[src/sv/ek3_pkg.sv]
package ek3_pkg;

  typedef struct packed {
    logic       req_type;
    logic [7:0] pixel_in;
  } in_beat_t;

  typedef struct packed {
    logic [7:0] pixel_out;
    logic       end_of_row;
    logic       end_of_frame;
  } out_beat_t;

  // per-beat position decisions, taken when the beat is accepted
  typedef struct packed {
    logic draining;
    logic emit;
    logic eor;
    logic eof;
    logic top_mask;
    logic bot_mask;
    logic left_mask;
    logic col_zero;
  } pos_flags_t;

  typedef logic [1:0] cfg_index_t;
  typedef logic [15:0] cfg_data_t;

  localparam cfg_index_t REG_KERNEL_SELECT = 2'd0;
  localparam cfg_index_t REG_IMAGE_WIDTH   = 2'd1;
  localparam cfg_index_t REG_IMAGE_HEIGHT  = 2'd2;

  localparam logic [2:0]  KSEL_RESET   = 3'd0;
  localparam logic [10:0] WIDTH_RESET  = 11'd1024;
  localparam logic [15:0] HEIGHT_RESET = 16'd768;

  localparam int KernelCount = 5;
  localparam int TapCount    = 9;

  typedef logic signed [4:0] coef_t;

  localparam coef_t KERNELS [KernelCount][TapCount] = '{
    '{-5'sd1,  5'sd0,  5'sd1, -5'sd2,  5'sd0,  5'sd2, -5'sd1,  5'sd0,  5'sd1},
    '{-5'sd1, -5'sd2, -5'sd1,  5'sd0,  5'sd0,  5'sd0,  5'sd1,  5'sd2,  5'sd1},
    '{ 5'sd1,  5'sd0, -5'sd1,  5'sd1,  5'sd0, -5'sd1,  5'sd1,  5'sd0, -5'sd1},
    '{ 5'sd1,  5'sd1,  5'sd1,  5'sd0,  5'sd0,  5'sd0, -5'sd1, -5'sd1, -5'sd1},
    '{-5'sd1, -5'sd1, -5'sd1, -5'sd1,  5'sd8, -5'sd1, -5'sd1, -5'sd1, -5'sd1}
  };

  // unused select codes give an all-zero kernel
  function automatic coef_t kernel_coef(input logic [2:0] ksel, input logic [3:0] tap);
    coef_t c;
    c = '0;
    if (32'(ksel) < KernelCount && 32'(tap) < TapCount) begin
      c = KERNELS[ksel][tap];
    end
    return c;
  endfunction

endpackage

[src/sv/ek3_pos_ctrl.sv]
module ek3_pos_ctrl #(
  parameter int MAX_WIDTH = 1024,
  parameter int CW = $clog2(MAX_WIDTH)
) (
  input  logic                clk,
  input  logic                rst_n,
  input  logic                clear,
  input  logic                accept,
  input  logic                req_type,
  input  logic [10:0]         image_width,
  input  logic [15:0]         image_height,
  output logic                take,
  output logic [CW-1:0]       col,
  output ek3_pkg::pos_flags_t flags
);
  import ek3_pkg::*;

  localparam int EW = (CW + 1 > 11) ? CW + 1 : 11;

  logic [CW-1:0] in_col_r, in_col_nxt;
  logic [16:0]   in_row_r, in_row_nxt;
  logic [CW-1:0] out_col_r, out_col_nxt;
  logic [15:0]   out_row_r, out_row_nxt;

  logic [EW-1:0] w_ext;
  logic [EW-1:0] w_eff;
  logic [15:0]   h_eff;
  logic          col_last;
  logic          draining;
  logic          emit;
  logic          eor;
  logic          eof;

  always_comb begin
    w_ext = EW'(image_width);
    if (image_width == '0) begin
      w_eff = EW'(1);
    end else if (w_ext > EW'(MAX_WIDTH)) begin
      w_eff = EW'(MAX_WIDTH);
    end else begin
      w_eff = w_ext;
    end
    h_eff    = (image_height == '0) ? 16'd1 : image_height;
    draining = in_row_r >= {1'b0, h_eff};
    emit     = (in_row_r >= 17'd2) || (in_row_r == 17'd1 && in_col_r != '0);
    col_last = (EW'(in_col_r) + EW'(1)) >= w_eff;
    eor      = (EW'(out_col_r) + EW'(1)) >= w_eff;
    eof      = eor && (({1'b0, out_row_r} + 17'd1) >= {1'b0, h_eff});
  end

  assign take = draining || !req_type;
  assign col  = in_col_r;

  always_comb begin
    flags.draining  = draining;
    flags.emit      = emit;
    flags.eor       = eor;
    flags.eof       = eof;
    flags.top_mask  = out_row_r == '0;
    flags.bot_mask  = ({1'b0, out_row_r} + 17'd1) >= {1'b0, h_eff};
    flags.left_mask = out_col_r == '0;
    flags.col_zero  = in_col_r == '0;
  end

  always_comb begin
    in_col_nxt  = in_col_r;
    in_row_nxt  = in_row_r;
    out_col_nxt = out_col_r;
    out_row_nxt = out_row_r;
    if (clear) begin
      in_col_nxt  = '0;
      in_row_nxt  = '0;
      out_col_nxt = '0;
      out_row_nxt = '0;
    end else if (accept && take) begin
      if (emit && eof) begin
        in_col_nxt  = '0;
        in_row_nxt  = '0;
        out_col_nxt = '0;
        out_row_nxt = '0;
      end else begin
        if (col_last) begin
          in_col_nxt = '0;
          in_row_nxt = in_row_r + 17'd1;
        end else begin
          in_col_nxt = in_col_r + CW'(1);
        end
        if (emit) begin
          if (eor) begin
            out_col_nxt = '0;
            out_row_nxt = out_row_r + 16'd1;
          end else begin
            out_col_nxt = out_col_r + CW'(1);
          end
        end
      end
    end
  end

  always_ff @(posedge clk) begin
    if (!rst_n) begin
      in_col_r  <= '0;
      in_row_r  <= '0;
      out_col_r <= '0;
      out_row_r <= '0;
    end else begin
      in_col_r  <= in_col_nxt;
      in_row_r  <= in_row_nxt;
      out_col_r <= out_col_nxt;
      out_row_r <= out_row_nxt;
    end
  end

endmodule

[config.mk]
export PLATFORM = sky130hd
export DESIGN_NAME = ek3_pos_ctrl
export DESIGN_NICKNAME = d
export VERILOG_FILES = /design/src/sv/ek3_pkg.sv /design/src/sv/ek3_pos_ctrl.sv
export SDC_FILE = /design/constraint.sdc
export NUM_CORES = 1
export LEC_CHECK = 0
export ABC_AREA = 1
export BUFFER_PORTS_ARGS = -buffer_cell sky130_fd_sc_hd__buf_2
export CAP_MARGIN = 20
export CORE_MARGIN = 2
export CORE_UTILIZATION = 60
export CTS_CLUSTER_DIAMETER = 50
export CTS_CLUSTER_SIZE = 12
export DETAILED_ROUTE_END_ITERATION = 6
export GPL_ROUTABILITY_DRIVEN = 0
export PLACE_DENSITY = 0.79
export SLEW_MARGIN = 10
export SYNTH_ARGS = -nofsm -noshare
export SYNTH_HDL_FRONTEND = slang
export SYNTH_SLANG_ARGS = --single-unit
[constraint.sdc]
create_clock -name clk -period 3.6 [get_ports clk]
set_input_delay 0.72 -clock clk [delete_from_list [all_inputs] [get_ports clk]]
set_output_delay 0.72 -clock clk [all_outputs]
set_load 0.005 [all_outputs]
# After elaboration in Yosys (flattened, before gate mapping)
# Cells that the tools add are included.
# Widths: inputs -> output; s select.
[word_totals]
ff_bits = 53
latch_bits = 0
ram_bits = 0
mem_bits_ro = 0
inputBits = 32
output_inout_bits = 19
word_cells = 52
mem_count = 0
[op_classes]
n_addsub = 7
n_mul = 0
div = 0
n_lt_le_gt_ge = 6
n_eq_ne = 1
shifts = 0
n_mux = 13
bitwise_logic = 1
reduce_logical = 20
[ops]
columns = ["cell", "n"]
rows = [
  ["$mux 16", 4],
  ["$mux 10", 5],
  ["$ge 17x16->1", 2],
  ["$mux 17", 2],
  ["$logic_not 16->1", 2],
  ["$add 10x1->11 const B", 2],
  ["$ge 11x11->1", 2],
  ["$mux 11", 2],
  ["$add 10x1->10 const B", 2],
  ["$logic_not 10->1", 2],
  ["$add 16x1->17 const B", 1],
  ["$add 17x1->17 const B", 1],
  ["$eq 17x1->1 const B", 1],
  ["$ge 17x2->1 const B", 1],
  ["$add 16x1->16 const B", 1],
  ["$gt 11x11->1 const B", 1],
  ["$logic_not 11->1", 1],
  ["$reduce_bool 10->1", 1],
  ["$reduce_bool 2->1", 3],
  ["$logic_and 1x1->1", 4],
  ["$reduce_and 2->1", 2],
  ["$reduce_and 3->1", 1],
  ["$logic_or 1x1->1", 2],
  ["$reduce_or 2->1", 1],
  ["other kinds (2)", 2],
]

# Depth between registers and ports, before layout
[depth]
word_depth = 8
depth_mapped = 22
depth_no_buf = 21

# Worst setup path after synthesis
# Ideal clock, no wire load.
[synth_timing]
path_kind = "in2out"
start = "in image_width[2]"
end = "out flags[4] (netlist bit)"
arrival_time_ns = 2.500
t_required_ns = 2.880
setup_slack_ns = 0.380
path_stages = 12
n_path_buf = 1
cell_sequence = "nor4_1 -> nand3_1 -> nand2_1 -> nand2_1 -> ha_1 -> nand2_1 -> nor3_1 -> nand2_1 -> nand4_1 -> inv_1 -> a31oi_1 -> buf_4"
[synth_between]
elab_chain_len = 5
word_cells_on_any_way = 6
cone_classes = "2 x order compare; 2 x mux; 2 x reduce/logical"
[synth_lines]
columns = ["element", "line_no", "source"]
rows = [
  ["start: declaration", "ek3_pos_ctrl.sv:10", "input logic [10:0] image_width,"],
  ["$gt 11x11->1", "ek3_pos_ctrl.sv:38", "end else if (w_ext > EW'(MAX_WIDTH)) begin"],
  ["$mux 11", "ek3_pos_ctrl.sv:38", ""],
  ["$mux 11 *", "ek3_pos_ctrl.sv:36", "if (image_width == '0) begin"],
  ["$ge 11x11->1 *", "ek3_pos_ctrl.sv:47", "eor = (EW'(out_col_r) + EW'(1)) >= w_eff;"],
  ["via eor", "ek3_pos_ctrl.sv:31", "logic eor;"],
  ["$logic_and 1x1->1 *", "ek3_pos_ctrl.sv:48", "eof = eor && (({1'b0, out_row_r} + 17'd1) >= {1'b0, h_eff});"],
  ["end: declaration", "ek3_pos_ctrl.sv:14", "output ek3_pkg::pos_flags_t flags"],
]
# Mark *: on every way through the listed nets, which the timed path passes. The rest lies on a longest branch.

==> metrics.txt <==
status complete, but fails checks; violated checks design-rule violations; via count approximately 5000; PortBufs 50; global-route met2 utilization 49.5%; Static Leak around 2.7 nW; largest net degree at the start of global routing 24; Initial Util around three fifths; Max Slew Vio Count 0; DP Wirelength about 9700 um; chip width approximately 94 um; area grow syn2layout 11.4%; Fmax 0.286 GHz; TNS Setup 0 ps; PwrDens 209 nW/um^2; Yosys warnings 0; Reg-to-Reg End in_row_r[8]; Tcrit/Tclk final between 90% and 100%; Synth Instances ~740; commonest non-fill, non-tap cells in the layout nand2_1, inv_1, nand3_1, ha_1, nor2_1; HP Class reg -> reg; Fin Hold WS slightly below 500 ps; CP required 2880 ps; antenna viol nets, final 0; clock tree buffer depth 2; CTS tree built; arrival time worst endpoint between 2000 and 3000 ps; final setup skew approximately 7.7 ps; most common cell after layout, fill and taps aside nand2_1; internal power about 0.0008 W; H-tree levels 2; Syn Area/Cell 6.61 um^2; Max Cap Violations 0; Slew headroom between 60% and 70%; crit path capture flags[4]; busiest grt layer met2; Starting DRT DRC Count around 300; EDFF count, synth 0; Top Family by Delay on Critical Path simple AND/OR/NAND/NOR gates; asr flop ratio synth 0%; grt met3 use 3.75%; chip height approximately 94 um; crit start category flip-flop; Critical path buffers and inverters 2; Final Power 0.00114 W; number of buffers created by CTS 5; Synth top area share a little over a fifth; top cells by area, synth dfxtp_1, ha_1, nand2_1, inv_1, nand3_1; Post-Route Utilization 67.6%; Clock Power Share just under 30%; nets@finish ~890; total grt overflow 0; Clock Latency Late Sink slightly above 300 ps; Max Fanout on Critical Path 5; Antenna diodes 0; share of cells above drive strength 1 15.5%; VDD IR-drop max ~0.18 mV; Crit Path Category reg -> out; # DRC 1; core region area a little over 8000 um^2; flop2flop setup slack 420 ps; CTS sink count 53; drt first pass iters 7; RSZ-0062 raised after global routing yes; GRT Total Usage between 20% and 30%; Crit path largest cell delay 380 ps; library cells used by synthesis 42; full die area roughly 8900 um^2; clk root buf clkbuf_8; setup violators final 0; fin crit period around 3500 ps; post-synthesis sequential area ratio between 20 and 25%; Comb pwr share a little under a fifth; Worst Reg2Reg Path Length in Cells 18; slowest cell on the critical path dfxtp_4; sw frac ~30%; ys flop type dfxtp_1; Placed Area between 5000 and 6000 um^2; number of hold-repair buffers added at the cts stage 0; initial antenna violation count 0; Syn Nets ~840; stages on the worst setup path 15; io pins roughly 50; Hold Vio Cnt, Final 0; Clock transition at path regs roughly 90 ps; Cell Area, Synth 4910 um^2; final instance area roughly 5500 um^2; Tightest Pin Transition between 500 and 600 ps; Synth area leader dfxtp_1; final wirelength between 10000 and 15000 um; first-pass GRT wire length between 20000 and 25000 um; Psw approximately 0.00034 W; worst reg2reg path startpoint out_row_r[0]; cell row count 33; #FFs+latches synth between 50 and 60; via count of the first global-routing pass 4567; crit path cell chain ha_2 -> nand2_2 -> nor2_4 -> nand3_4 -> nor3_4 -> nand3_1 -> xor2_1 -> ha_1 -> nand2_1 -> inv_1 -> nand3_1 -> nor2_1 -> nand2_2 -> a31oi_1 -> buf_2; Routed wire per std cell roughly 14 um; number of vias per cell around 5.6; Setup crit end kind primary output; Flop pwr share 52.3%; met1 usage around a third; Crit. Startpoint out_row_r[0]
-- flip-flops by register name, summed over array words and instances, names as in the netlist --
signal / cells
col: 10
in_row_r: 17
out_row_r: 16
out_col_r: 10
-- per-stage QoR --
step	instances	setup WS (ps)
3_5_place_dp	887	95.7
6_report	899	104
4_1_cts	895	25.7
5_1_grt	899	-60.8
2_1_floorplan	743	380
3_3_place_gp	887	181
-- worst reg2reg max path: cells and delay by family (launching register included) --
| family | cells | cell delay, ps |
|---|---|---|
| compound gates | 1 | 210 |
| simple gates | 14 | 1830 |
| fa+ha+maj | 2 | 510 |
| flops | 1 | 380 |
| xor+xnor | 1 | 180 |
-- cell usage after synthesis (2+ instances only) --
library cell and number:
nand2_2 4, nor2_2 12, o21ai_0 31, nand3_1 73
nand2_1 168, xnor2_1 5, buf_4 7, nand3b_1 2
nand2_8 2, nand3_4 2, a21oi_1 47, buf_2 8
nand4_1 18, inv_1 102, nor2_1 60, nor3_1 13
or2_2 2, inv_4 2, o21a_1 2, ha_1 63
dfxtp_1 53, nor4_1 16, nor3_2 3, xor2_1 26
nand3_2 3, clkbuf_1 3
-- routing by layer --
layer	part of all wire, %	wire (um)
met5	0	0
met4	2.3	283
met3	5.6	696
met2	48	5980
met1	44	5380
-- what timing repair did --
| item | CTS | global route |
|---|---|---|
| pin swaps | 0 | 4 |
| cloned | 0 | 1 |
| buffers inserted | 0 | 3 |
| hold endpoints to repair | 0 | 0 |
| resized for setup | 4 | 26 |
| setup endpoints to repair | 2 | 15 |
-- power groups by stage --
| stage | registers (W) | clock network, W | logic, W |
|---|---|---|---|
| after floorplan | 0.000612 | 0 | 0.000138 |
| after global placement | 0.000613 | 0 | 0.000194 |
| after detailed placement | 0.000614 | 0 | 0.000202 |
| after CTS | 0.000600 | 0.000344 | 0.000203 |
| after global routing | 0.000599 | 0.000363 | 0.000235 |
| final | 0.000598 | 0.000338 | 0.000208 |
-- worst min path at each step --
stage	depth (start not counted)	from	end	slack, ps
floorplan	2	out_row_r[14]	out_row_r[14]	460
global placement	2	out_row_r[7]	out_row_r[7]	470
detailed placement	2	out_row_r[7]	out_row_r[7]	470
CTS	2	out_row_r[7]	out_row_r[7]	490
global route	2	out_col_r[6]	out_col_r[6]	510
finish	2	out_row_r[7]	out_row_r[7]	490
-- kinds of logic after synthesis --
logic type,synth area share (%)
AOI/OAI and AO/OA,9.32
xor gates and xnor gates,5.53
adders and majority gates,16.0
buffers and inverters,10.5
DFF,21.6
and+or+nand+nor,37.0
-- cell type report --
| cell class | count | area [um^2] |
|---|---|---|
| inverters | 106 | 403 |
| repair buffers | 61 | 333 |
| fillers | 764 | 2620 |
| multi-input cells | 566 | 3450 |
| clock buffers | 8 | 80.1 |
| well taps | 105 | 131 |
| flip-flops and latches | 53 | 1080 |
(Power assumes the default switching activity.)
